## config.mk

```make
export PLATFORM = sky130hd
export DESIGN_NAME = three_phase_rms_power_meter
export DESIGN_NICKNAME = d
export VERILOG_FILES = /design/src/rtl/rpm_pkg.sv /design/src/rtl/rpm_div.sv /design/src/rtl/rpm_sqrt.sv /design/src/rtl/rpm_dp.sv /design/src/rtl/rpm_ctrl.sv /design/src/rtl/three_phase_rms_power_meter.sv
export SDC_FILE = /design/constraint.sdc
export NUM_CORES = 2
export LEC_CHECK = 0
export ABC_AREA = 1
export BUFFER_PORTS_ARGS = -buffer_cell sky130_fd_sc_hd__buf_2
export CAP_MARGIN = 5
export CORE_MARGIN = 2
export CORE_UTILIZATION = 38
export DETAILED_ROUTE_END_ITERATION = 8
export GPL_TIMING_DRIVEN = 0
export PLACE_DENSITY = 0.56
export SLEW_MARGIN = 10
export SYNTH_ARGS = -nofsm -noshare
export SYNTH_HDL_FRONTEND = slang
export SYNTH_SLANG_ARGS = --single-unit
```

## constraint.sdc

```tcl
create_clock -name clk -period 19.51 [get_ports clk]
set_clock_uncertainty 0.2 [all_clocks]
set_input_delay 3.902 -clock clk [delete_from_list [all_inputs] [get_ports clk]]
set_output_delay 3.902 -clock clk [all_outputs]
set_load 0.02 [all_outputs]
```

## src/rtl/rpm_pkg.sv

```systemverilog
// shared constants, command and status types and helpers of the three-phase rms power meter
package rpm_pkg;

	// sample and window sizes
	localparam int SAMPLE_BITS = 16;
	localparam int WINDOW_MAX  = 4096;
	localparam int CFG_W       = 13;
	localparam int COUNT_W     = 13;
	localparam logic [CFG_W-1:0] CFG_RESET = CFG_W'(64);

	// accumulator widths
	localparam int PHASE_W = 43;
	localparam int LINE_W  = 45;
	localparam int POWER_W = 43;
	localparam int RESID_W = 46;
	localparam int TOTAL_W = POWER_W + 2;
	localparam int ACC_W   = 48;
	localparam int NUM_ACC = 14;

	// multiplier operands: phase, line and residual values fit sample width plus two
	localparam int OPND_W = SAMPLE_BITS + 2;
	localparam int PROD_W = 2 * OPND_W;

	// divide and square root units
	localparam int DIV_W  = 46;
	localparam int ROOT_W = DIV_W / 2;

	// result codes
	localparam int ID_W = 4;
	typedef logic [ID_W-1:0] idx_t;

	localparam idx_t ID_VRMS_A  = 4'd0;
	localparam idx_t ID_VRMS_B  = 4'd1;
	localparam idx_t ID_VRMS_C  = 4'd2;
	localparam idx_t ID_IRMS_A  = 4'd3;
	localparam idx_t ID_IRMS_B  = 4'd4;
	localparam idx_t ID_IRMS_C  = 4'd5;
	localparam idx_t ID_VRMS_AB = 4'd6;
	localparam idx_t ID_VRMS_BC = 4'd7;
	localparam idx_t ID_VRMS_CA = 4'd8;
	localparam idx_t ID_POWER_A = 4'd9;
	localparam idx_t ID_POWER_B = 4'd10;
	localparam idx_t ID_POWER_C = 4'd11;
	localparam idx_t ID_TOTAL   = 4'd12;
	localparam idx_t ID_RESID_V = 4'd13;
	localparam idx_t ID_RESID_I = 4'd14;

	// accumulator slots, also the multiply steps of one sample
	localparam idx_t ACC_VA = 4'd0;
	localparam idx_t ACC_VB = 4'd1;
	localparam idx_t ACC_VC = 4'd2;
	localparam idx_t ACC_IA = 4'd3;
	localparam idx_t ACC_IB = 4'd4;
	localparam idx_t ACC_IC = 4'd5;
	localparam idx_t ACC_AB = 4'd6;
	localparam idx_t ACC_BC = 4'd7;
	localparam idx_t ACC_CA = 4'd8;
	localparam idx_t ACC_PA = 4'd9;
	localparam idx_t ACC_PB = 4'd10;
	localparam idx_t ACC_PC = 4'd11;
	localparam idx_t ACC_RV = 4'd12;
	localparam idx_t ACC_RI = 4'd13;

	// controller to datapath commands
	typedef struct packed {
		logic take_sample;
		logic mul;
		logic acc;
		logic count;
		logic load;
		logic div_take;
		logic sqrt_take;
		logic clear;
		idx_t idx;
	} dp_cmd_t;

	// datapath to controller status
	typedef struct packed {
		logic close_win;
		logic div_busy;
		logic sqrt_busy;
	} dp_status_t;

	// wrap mask of each accumulator slot
	function automatic logic [ACC_W-1:0] acc_mask(idx_t i);
		logic [ACC_W-1:0] m;
		case (i) inside
			ACC_VA, ACC_VB, ACC_VC, ACC_IA, ACC_IB, ACC_IC:
				m = {{(ACC_W-PHASE_W){1'b0}}, {PHASE_W{1'b1}}};
			ACC_AB, ACC_BC, ACC_CA:
				m = {{(ACC_W-LINE_W){1'b0}}, {LINE_W{1'b1}}};
			ACC_PA, ACC_PB, ACC_PC:
				m = {{(ACC_W-POWER_W){1'b0}}, {POWER_W{1'b1}}};
			ACC_RV, ACC_RI:
				m = {{(ACC_W-RESID_W){1'b0}}, {RESID_W{1'b1}}};
			default:
				m = '0;
		endcase
		return m;
	endfunction

	// result goes through the square root
	function automatic logic is_rms(idx_t i);
		return i <= ID_VRMS_CA;
	endfunction

	// result is a raw residual sum
	function automatic logic is_raw(idx_t i);
		return (i == ID_RESID_V) || (i == ID_RESID_I);
	endfunction

	// accumulator slot read for a result
	function automatic idx_t acc_of(idx_t i);
		idx_t a;
		a = is_raw(i) ? idx_t'(i - 1'b1) : i;
		return a;
	endfunction

endpackage

```

## src/rtl/rpm_div.sv

```systemverilog
// iterative restoring divider, one quotient bit per cycle
module rpm_div (
	input  logic                        clk,
	input  logic                        arst_n,
	input  logic                        start,
	input  logic [rpm_pkg::DIV_W-1:0]   dividend,
	input  logic [rpm_pkg::COUNT_W-1:0] divisor,
	output logic                        busy,
	output logic [rpm_pkg::DIV_W-1:0]   quotient
);
	import rpm_pkg::*;

	localparam int CNT_W = $clog2(DIV_W + 1);

	logic [DIV_W-1:0]   quo_q;
	logic [COUNT_W-1:0] rem_q;
	logic [CNT_W-1:0]   cnt_q;
	logic [COUNT_W:0]   part;
	logic [COUNT_W:0]   diff;
	logic               fits;

	// trial subtract of the divisor
	always_comb begin
		part = {rem_q, quo_q[DIV_W-1]};
		fits = part >= {1'b0, divisor};
		diff = part - {1'b0, divisor};
	end

	// iteration count
	always_ff @(posedge clk or negedge arst_n) begin
		if (!arst_n) begin
			cnt_q <= '0;
		end else if (start) begin
			cnt_q <= CNT_W'(DIV_W);
		end else if (cnt_q != '0) begin
			cnt_q <= cnt_q - 1'b1;
		end
	end

	// dividend shifts out as quotient bits shift in
	always_ff @(posedge clk) begin
		if (start) begin
			quo_q <= dividend;
			rem_q <= '0;
		end else if (cnt_q != '0) begin
			quo_q <= {quo_q[DIV_W-2:0], fits};
			rem_q <= fits ? diff[COUNT_W-1:0] : part[COUNT_W-1:0];
		end
	end

	assign busy     = cnt_q != '0;
	assign quotient = quo_q;

endmodule

```

## src/rtl/rpm_sqrt.sv

```systemverilog
// digit-by-digit floor square root, one root bit per cycle
module rpm_sqrt (
	input  logic                       clk,
	input  logic                       arst_n,
	input  logic                       start,
	input  logic [rpm_pkg::DIV_W-1:0]  radicand,
	output logic                       busy,
	output logic [rpm_pkg::ROOT_W-1:0] root
);
	import rpm_pkg::*;

	localparam int CNT_W = $clog2(ROOT_W + 1);

	logic [DIV_W-1:0]  rad_q;
	logic [ROOT_W-1:0] root_q;
	logic [ROOT_W-1:0] rem_q;
	logic [CNT_W-1:0]  cnt_q;
	logic [ROOT_W+1:0] part;
	logic [ROOT_W+1:0] trial;
	logic [ROOT_W+1:0] diff;
	logic              fits;

	// bring down two radicand bits and try root*4+1
	always_comb begin
		part  = {rem_q, rad_q[DIV_W-1 -: 2]};
		trial = {root_q, 2'b01};
		fits  = part >= trial;
		diff  = part - trial;
	end

	// iteration count
	always_ff @(posedge clk or negedge arst_n) begin
		if (!arst_n) begin
			cnt_q <= '0;
		end else if (start) begin
			cnt_q <= CNT_W'(ROOT_W);
		end else if (cnt_q != '0) begin
			cnt_q <= cnt_q - 1'b1;
		end
	end

	// root and partial remainder
	always_ff @(posedge clk) begin
		if (start) begin
			rad_q  <= radicand;
			root_q <= '0;
			rem_q  <= '0;
		end else if (cnt_q != '0) begin
			rad_q  <= {rad_q[DIV_W-3:0], 2'b00};
			root_q <= {root_q[ROOT_W-2:0], fits};
			rem_q  <= fits ? diff[ROOT_W-1:0] : part[ROOT_W-1:0];
		end
	end

	assign busy = cnt_q != '0;
	assign root = root_q;

endmodule

```

## src/rtl/rpm_dp.sv

```systemverilog
// datapath: sample registers, shared multiplier, accumulators, window count and report math
module rpm_dp (
	input  logic                            clk,
	input  logic                            arst_n,
	input  logic [rpm_pkg::SAMPLE_BITS-1:0] volt_a,
	input  logic [rpm_pkg::SAMPLE_BITS-1:0] volt_b,
	input  logic [rpm_pkg::SAMPLE_BITS-1:0] volt_c,
	input  logic [rpm_pkg::SAMPLE_BITS-1:0] amp_a,
	input  logic [rpm_pkg::SAMPLE_BITS-1:0] amp_b,
	input  logic [rpm_pkg::SAMPLE_BITS-1:0] amp_c,
	input  logic                            cfg_we,
	input  logic [rpm_pkg::CFG_W-1:0]       cfg_data,
	input  rpm_pkg::dp_cmd_t                cmd,
	output rpm_pkg::dp_status_t             status,
	output logic [rpm_pkg::ACC_W-1:0]       result
);
	import rpm_pkg::*;

	logic signed [SAMPLE_BITS-1:0] volt_q [3];
	logic signed [SAMPLE_BITS-1:0] amp_q  [3];
	logic signed [OPND_W-1:0]      va, vb, vc, ia, ib, ic;
	logic signed [OPND_W-1:0]      opnd_a, opnd_b;
	logic signed [PROD_W-1:0]      mul_s1;
	logic [ACC_W-1:0]              acc_q [NUM_ACC];
	logic [ACC_W-1:0]              rd;
	logic [ACC_W-1:0]              acc_sum;
	idx_t                          rd_addr;
	logic [CFG_W-1:0]              cfg_q;
	logic [CFG_W-1:0]              win_eff;
	logic [COUNT_W-1:0]            count_q;
	logic [COUNT_W-1:0]            count_next;
	logic signed [TOTAL_W-1:0]     total_q;
	logic signed [DIV_W-1:0]       sel_signed;
	logic [DIV_W-1:0]              div_in;
	logic                          neg;
	logic                          neg_q;
	logic [ACC_W-1:0]              result_q;
	logic                          div_start;
	logic                          sqrt_start;
	logic [DIV_W-1:0]              quo;
	logic [ROOT_W-1:0]             root;
	logic                          div_busy;
	logic                          sqrt_busy;

	// sample capture
	always_ff @(posedge clk) begin
		if (cmd.take_sample) begin
			volt_q[0] <= volt_a;
			volt_q[1] <= volt_b;
			volt_q[2] <= volt_c;
			amp_q[0]  <= amp_a;
			amp_q[1]  <= amp_b;
			amp_q[2]  <= amp_c;
		end
	end

	// operand select for the shared multiplier
	always_comb begin
		va = OPND_W'(volt_q[0]);
		vb = OPND_W'(volt_q[1]);
		vc = OPND_W'(volt_q[2]);
		ia = OPND_W'(amp_q[0]);
		ib = OPND_W'(amp_q[1]);
		ic = OPND_W'(amp_q[2]);
		unique case (cmd.idx)
			ACC_VA:  begin opnd_a = va;           opnd_b = va;           end
			ACC_VB:  begin opnd_a = vb;           opnd_b = vb;           end
			ACC_VC:  begin opnd_a = vc;           opnd_b = vc;           end
			ACC_IA:  begin opnd_a = ia;           opnd_b = ia;           end
			ACC_IB:  begin opnd_a = ib;           opnd_b = ib;           end
			ACC_IC:  begin opnd_a = ic;           opnd_b = ic;           end
			ACC_AB:  begin opnd_a = va - vb;      opnd_b = va - vb;      end
			ACC_BC:  begin opnd_a = vb - vc;      opnd_b = vb - vc;      end
			ACC_CA:  begin opnd_a = vc - va;      opnd_b = vc - va;      end
			ACC_PA:  begin opnd_a = va;           opnd_b = ia;           end
			ACC_PB:  begin opnd_a = vb;           opnd_b = ib;           end
			ACC_PC:  begin opnd_a = vc;           opnd_b = ic;           end
			ACC_RV:  begin opnd_a = va + vb + vc; opnd_b = va + vb + vc; end
			ACC_RI:  begin opnd_a = ia + ib + ic; opnd_b = ia + ib + ic; end
			default: begin opnd_a = '0;           opnd_b = '0;           end
		endcase
	end

	// product register
	always_ff @(posedge clk) begin
		if (cmd.mul) begin
			mul_s1 <= opnd_a * opnd_b;
		end
	end

	// one read port on the accumulators, shared by update and report
	always_comb begin
		rd_addr = cmd.load ? acc_of(cmd.idx) : cmd.idx;
		rd      = acc_q[rd_addr];
		acc_sum = (rd + ACC_W'(mul_s1)) & acc_mask(cmd.idx);
	end

	// accumulators wrap at their own widths
	always_ff @(posedge clk or negedge arst_n) begin
		if (!arst_n) begin
			for (int i = 0; i < NUM_ACC; i++) begin
				acc_q[i] <= '0;
			end
		end else if (cmd.clear) begin
			for (int i = 0; i < NUM_ACC; i++) begin
				acc_q[i] <= '0;
			end
		end else if (cmd.acc) begin
			acc_q[cmd.idx] <= acc_sum;
		end
	end

	// window length register
	always_ff @(posedge clk or negedge arst_n) begin
		if (!arst_n) begin
			cfg_q <= CFG_RESET;
		end else if (cfg_we) begin
			cfg_q <= cfg_data;
		end
	end

	// saturating sample count and window close test
	always_comb begin
		win_eff    = (cfg_q > CFG_W'(WINDOW_MAX)) ? CFG_W'(WINDOW_MAX) : cfg_q;
		count_next = (count_q == {COUNT_W{1'b1}}) ? count_q : count_q + 1'b1;
	end

	always_ff @(posedge clk or negedge arst_n) begin
		if (!arst_n) begin
			count_q <= '0;
		end else if (cmd.clear) begin
			count_q <= '0;
		end else if (cmd.count) begin
			count_q <= count_next;
		end
	end

	// running total of the three power sums over a report
	always_ff @(posedge clk or negedge arst_n) begin
		if (!arst_n) begin
			total_q <= '0;
		end else if (cmd.clear) begin
			total_q <= '0;
		end else if (cmd.load && (cmd.idx >= ID_POWER_A) && (cmd.idx <= ID_POWER_C)) begin
			total_q <= total_q + TOTAL_W'($signed(rd[POWER_W-1:0]));
		end
	end

	// divider operand: magnitude of the sum, sign kept for the quotient
	always_comb begin
		if (cmd.idx == ID_TOTAL) begin
			sel_signed = DIV_W'(total_q);
		end else begin
			sel_signed = DIV_W'($signed(rd[POWER_W-1:0]));
		end
		if (is_rms(cmd.idx)) begin
			neg    = 1'b0;
			div_in = rd[DIV_W-1:0];
		end else begin
			neg    = sel_signed[DIV_W-1];
			div_in = neg ? DIV_W'(-sel_signed) : DIV_W'(sel_signed);
		end
		div_start  = cmd.load && !is_raw(cmd.idx);
		sqrt_start = cmd.div_take && is_rms(cmd.idx);
	end

	rpm_div u_div (
		.clk      (clk),
		.arst_n   (arst_n),
		.start    (div_start),
		.dividend (div_in),
		.divisor  (count_q),
		.busy     (div_busy),
		.quotient (quo)
	);

	rpm_sqrt u_sqrt (
		.clk      (clk),
		.arst_n   (arst_n),
		.start    (sqrt_start),
		.radicand (quo),
		.busy     (sqrt_busy),
		.root     (root)
	);

	// result register
	always_ff @(posedge clk) begin
		if (cmd.load) begin
			neg_q <= neg;
			if (is_raw(cmd.idx)) begin
				result_q <= rd;
			end
		end else if (cmd.div_take && !is_rms(cmd.idx)) begin
			result_q <= neg_q ? ACC_W'(-{2'b00, quo}) : {2'b00, quo};
		end else if (cmd.sqrt_take) begin
			result_q <= ACC_W'(root);
		end
	end

	assign result           = result_q;
	assign status.close_win = (win_eff != '0) && (count_next >= win_eff);
	assign status.div_busy  = div_busy;
	assign status.sqrt_busy = sqrt_busy;

endmodule

```

## src/rtl/rpm_ctrl.sv

```systemverilog
// controller: sequences the per-sample multiply steps and the window report
module rpm_ctrl (
	input  logic                clk,
	input  logic                arst_n,
	input  logic                in_valid,
	output logic                in_stall,
	output logic                out_valid,
	input  logic                out_stall,
	output logic                last,
	input  rpm_pkg::dp_status_t status,
	output rpm_pkg::dp_cmd_t    cmd
);
	import rpm_pkg::*;

	typedef enum logic [8:0] {
		S_IDLE  = 9'b000000001,
		S_MUL   = 9'b000000010,
		S_ACC   = 9'b000000100,
		S_COUNT = 9'b000001000,
		S_LOAD  = 9'b000010000,
		S_DIV   = 9'b000100000,
		S_SQRT  = 9'b001000000,
		S_OUT   = 9'b010000000,
		S_CLEAR = 9'b100000000
	} state_t;

	state_t state_q, state_d;
	idx_t   idx_q, idx_d;

	// next state and commands
	always_comb begin
		state_d = state_q;
		idx_d   = idx_q;
		cmd     = '0;
		cmd.idx = idx_q;
		unique case (state_q)
			S_IDLE: begin
				if (in_valid) begin
					cmd.take_sample = 1'b1;
					idx_d           = ACC_VA;
					state_d         = S_MUL;
				end
			end
			S_MUL: begin
				cmd.mul = 1'b1;
				state_d = S_ACC;
			end
			S_ACC: begin
				cmd.acc = 1'b1;
				if (idx_q == ACC_RI) begin
					state_d = S_COUNT;
				end else begin
					idx_d   = idx_q + 1'b1;
					state_d = S_MUL;
				end
			end
			S_COUNT: begin
				cmd.count = 1'b1;
				if (status.close_win) begin
					idx_d   = ID_VRMS_A;
					state_d = S_LOAD;
				end else begin
					state_d = S_IDLE;
				end
			end
			S_LOAD: begin
				cmd.load = 1'b1;
				state_d  = is_raw(idx_q) ? S_OUT : S_DIV;
			end
			S_DIV: begin
				if (!status.div_busy) begin
					cmd.div_take = 1'b1;
					state_d      = is_rms(idx_q) ? S_SQRT : S_OUT;
				end
			end
			S_SQRT: begin
				if (!status.sqrt_busy) begin
					cmd.sqrt_take = 1'b1;
					state_d       = S_OUT;
				end
			end
			S_OUT: begin
				if (!out_stall) begin
					if (idx_q == ID_RESID_I) begin
						state_d = S_CLEAR;
					end else begin
						idx_d   = idx_q + 1'b1;
						state_d = S_LOAD;
					end
				end
			end
			S_CLEAR: begin
				cmd.clear = 1'b1;
				state_d   = S_IDLE;
			end
			default: begin
				state_d = S_IDLE;
			end
		endcase
	end

	// state and step registers
	always_ff @(posedge clk or negedge arst_n) begin
		if (!arst_n) begin
			state_q <= S_IDLE;
			idx_q   <= ACC_VA;
		end else begin
			state_q <= state_d;
			idx_q   <= idx_d;
		end
	end

	assign in_stall  = state_q != S_IDLE;
	assign out_valid = state_q == S_OUT;
	assign last      = idx_q == ID_RESID_I;

endmodule

```

## src/rtl/three_phase_rms_power_meter.sv

```systemverilog
// top level of the three-phase rms and active power meter
// Takes one three-phase sample set per input transaction and adds its squares, line-to-line
// squares, per-phase products and squared residuals into fourteen accumulators. One shared
// 18x18 multiplier handles the fourteen products in turn, each with a multiply and an
// accumulate step. When the count reaches samples_per_window (values above 4096 act as 4096,
// 0 never closes), the block sends 15 result transactions in quantity_id order,
// last_of_window on the final one, then clears all sums. Each mean goes through a bit-serial
// divider, and each rms value through a further bit-serial square root. No new sample is
// taken until the report is done.
// samples_per_window is written through the cfg channel, which is always ready; write it
// only while the block is idle.
module three_phase_rms_power_meter (
	input  logic                            clk,
	input  logic                            arst_n,
	input  logic                            in_valid,
	output logic                            in_stall,
	input  logic [rpm_pkg::SAMPLE_BITS-1:0] volt_a,
	input  logic [rpm_pkg::SAMPLE_BITS-1:0] volt_b,
	input  logic [rpm_pkg::SAMPLE_BITS-1:0] volt_c,
	input  logic [rpm_pkg::SAMPLE_BITS-1:0] amp_a,
	input  logic [rpm_pkg::SAMPLE_BITS-1:0] amp_b,
	input  logic [rpm_pkg::SAMPLE_BITS-1:0] amp_c,
	output logic                            out_valid,
	input  logic                            out_stall,
	output logic [rpm_pkg::ID_W-1:0]        quantity_id,
	output logic [rpm_pkg::ACC_W-1:0]       quantity_value,
	output logic                            last_of_window,
	input  logic                            cfg_valid,
	output logic                            cfg_ready,
	input  logic [rpm_pkg::CFG_W-1:0]       cfg_data
);
	import rpm_pkg::*;

	dp_cmd_t    cmd;
	dp_status_t status;

	// register writes are always taken
	assign cfg_ready = 1'b1;

	rpm_ctrl u_ctrl (
		.clk       (clk),
		.arst_n    (arst_n),
		.in_valid  (in_valid),
		.in_stall  (in_stall),
		.out_valid (out_valid),
		.out_stall (out_stall),
		.last      (last_of_window),
		.status    (status),
		.cmd       (cmd)
	);

	rpm_dp u_dp (
		.clk      (clk),
		.arst_n   (arst_n),
		.volt_a   (volt_a),
		.volt_b   (volt_b),
		.volt_c   (volt_c),
		.amp_a    (amp_a),
		.amp_b    (amp_b),
		.amp_c    (amp_c),
		.cfg_we   (cfg_valid && cfg_ready),
		.cfg_data (cfg_data),
		.cmd      (cmd),
		.status   (status),
		.result   (quantity_value)
	);

	assign quantity_id = cmd.idx;

	// a taken sample keeps the input stalled while it is processed
	a_busy_after_take: assert property (@(posedge clk) disable iff (!arst_n)
		in_valid && !in_stall |=> in_stall)
		else $error("input not stalled after a sample transaction");

	// no sample is taken while a report is pending
	a_no_take_in_report: assert property (@(posedge clk) disable iff (!arst_n)
		out_valid |-> in_stall)
		else $error("input open during a window report");

	// the window end marker sits only on the last quantity
	a_last_id: assert property (@(posedge clk) disable iff (!arst_n)
		out_valid && last_of_window |-> quantity_id == ID_RESID_I)
		else $error("last_of_window on a wrong quantity");

	// each further result passes through the load state before it is shown
	a_result_gap: assert property (@(posedge clk) disable iff (!arst_n)
		out_valid && !out_stall && !last_of_window |=> !out_valid)
		else $error("result shown again without a load");

endmodule

```

==> reports/qor.csv <==
metric,value,unit
setup_ws,7.94,ns
vias,71900,
fmax,86.4,MHz
rsz0062_at_grt,false,
clock_latency,0.81,ns
gr-total-overflow,0,
critPathRequiredTime,19.82,ns
post-route-min-period,11.57,ns
fillerInstances,20200,
cp_num_buf_inv,10,
slowest_delay,0.80,ns
io_buffers,168,
final_cell_mix,"nand2_1 (2,131), inv_1 (1,637), dfrtp_1 (737)",
postCtsSetupBuffers,0,
start_util,38.2,%
rows,163,
synth_top_area_cell,dfrtp_1,
start_kind,flop,
critPathKind,reg -> reg,
status,"finished, violations left",
grt_usage,31.6,%
synth_compound_area_share,15.0,%
end_kind,flop,
core_area,0.197,sq mm
cap_violations,1,
netlist_instances,9589,
maxSlewViolCount,1,
timing.final.crit_share,59.3,%
dpl.hpwl,253000,microns
cp.arrival,11.88,ns
die_height,449,microns
ys_types,68,
syn_area_per_cell,7.85,sq um
worst_pin_slew,1.50,ns
clk_pin_slew_worst_paths,0.06,ns
wl,326000,microns
ff_latch_area,0.0279,sq mm
gp_congestion,1.03,
ys_seq_area_share,37.0,%
slew_headroom,-0.582,%
synth_nets,10400,
synth_top_family_by_area,simple AND/OR/NAND/NOR gates,
cp.depth,33,
setup-violations-final,0,
area_growth,12.2,%
ys.flop_type,dfrtp_1,
vias_per_cell,5.68,
grt_pass1_wl,471000,microns
whs_path_depth,2,
h-tree-depth,4,
synthArstFlopShare,69.0,%
drtAntennaViolNets,0,
clock-sinks,1071,
mostFrequentLayoutCell,nand2_1,
grt_max_degree,107,
grt_pass1_vias,69300,
drt_iter0_markers,9315,
crit_family,adder cells,
multiInputGateArea,0.0391,sq mm
drive_gt1_share,6.65,%
yosysTopAreaCellShare,24.5,%
yosysWarnings,0,
netlist_area,0.0752,sq mm
drc,1,
cts_tree,yes,
pin_count,170,
ys_top_cells_by_area,"dfrtp_1 (25%), edfxtp_1 (11%), nand2_1 (11%), fa_1 (9.8%), inv_1 (8.2%)",
synth-simple-area-share,20.3,%
r2r_cells,33,
die_w,449,microns
synth_edf_count,273,
synth_adder_area_share,15.2,%
nets,10700,
synth_seq_cells,1071,
synth-xor-area-share,1.32,%
antenna_found_initial,17,
firstDrtPassIters,9,
crit_path_top_delay_cell,nor4_1,
hold_buffers,0,
hold_viol,0,
numCtsBuffers,131,
wl_per_cell,25.8,microns
cts_resized,0,
dp_slack,7.84,ns
synthMuxAreaShare,0.0449,%
clockRootBuffer,clkbuf_16,
dieArea,0.202,sq mm
cts_buffer_depth,3,
hold_path_class,reg -> reg,
worstPathMaxFanout,10,
violations,"DRC, capacitance limit, slew limit",
[state kept, by name, summed over array words and instances (netlist names)]
name and cells:
u_dp.acc_q 644, u_dp.mul_s1 36, u_ctrl.idx_q 4, u_dp.result 48
u_dp.neg_q 1, u_dp.u_div.rem_q 13, u_dp.volt_q 48, u_dp.u_sqrt.root 23
u_dp.u_div.cnt_q 6, u_dp.count_q 13, u_dp.u_sqrt.rad_q 46, u_ctrl.state_q 9
u_dp.u_div.quotient 46, u_dp.amp_q 48, u_dp.cfg_q 13, u_dp.u_sqrt.cnt_q 5
u_dp.u_sqrt.rem_q 23, u_dp.total_q 45
[area by class of cell]
cell class | count | share of cell area [%]
multi-input cells | 6396 | 46.4
clock inverters | 55 | 0.792
inverters | 1676 | 7.45
flip-flops and latches | 1071 | 33.0
clock buffers | 178 | 4.33
repair buffers | 199 | 1.67
well taps | 2640 | 3.91
plain buffers | 446 | 2.43
diodes | 8 | 0.0237
[cells in the mapped netlist, drive strengths merged (13+ instances only)]
cell,number
o221ai,13
a21boi,23
o211ai,87
o22ai,618
o21a,23
clkinv,24
nor3,80
fa,370
xnor2,33
dfrtp,737
o31ai,14
o21ai,606
edfxtp,273
a31oi,38
a21oi,426
nand2,2151
or2,32
a211oi,14
inv,1652
nand4,47
nand3,691
ha,323
dfxtp,59
nor4,39
o21bai,13
clkbuf,287
nor2,583
xor2,80
buf,159
[worst min-delay path, delay by kind of cell (launching register included)]
| family | cells | cell delay [ns] |
|---|---|---|
| flops | 1 | 0.32 |
| simple gates | 2 | 0.12 |
[metal layers]
layer | wire length (microns) | vias up | GRT usage (%) | share of wire (%)
met5 | 164 | - | 0.237 | 0.050
met4 | 22500 | 14 | 18.5 | 6.9
met3 | 33200 | 868 | 7.31 | 10
met2 | 140000 | 3973 | 47.7 | 43
met1 | 131000 | 35000 | 41.6 | 40
li1 | - | 32100 | - | -
[per-stage QoR]
step	TNS, ns	cells	cell area [sq um]	hold slack (ns)	utilization (%)
finish	0	12700	84400	0.279	42.8
global route	0	12700	84400	0.296	42.8
CTS	0	12700	84400	0.283	42.8
detailed placement	0	12400	80100	0.268	40.6
global placement	-1566.28	12400	79400	0.265	40.3
floorplan	0	9589	75200	0.242	-
[path summary, 6_finish.rpt]
kind	startpoint	to	slack, ns
min in group asynchronous	arst_n	u_dp.acc_q[533]$_DFFE_PN0P_	2.74
max	u_ctrl.idx_q[1]$_DFFE_PN0P_	u_dp.mul_s1[32]$_DFFE_PP_	7.94
min reg2reg	u_dp.u_div.rem_q[9]$_SDFFE_PP0P_	u_dp.u_div.rem_q[9]$_SDFFE_PP0P_	0.28
min	u_dp.u_div.rem_q[9]$_SDFFE_PP0P_	u_dp.u_div.rem_q[9]$_SDFFE_PP0P_	0.28
max in group asynchronous	arst_n	u_dp.acc_q[504]$_DFFE_PN0P_	14.81
max reg2reg	u_ctrl.idx_q[1]$_DFFE_PN0P_	u_dp.mul_s1[32]$_DFFE_PP_	7.94
[cell families after synthesis]
kind of cell / Yosys count
mux: 3
other cells: 1
simple gates: 3649
fa+ha+maj: 693
flops: 1071
xor+xnor: 113
compound gates: 1937
buf+inv: 2122
Power is not shown: default switching activity piles up to over one toggle a cycle in this logic, so the estimate is an artifact.
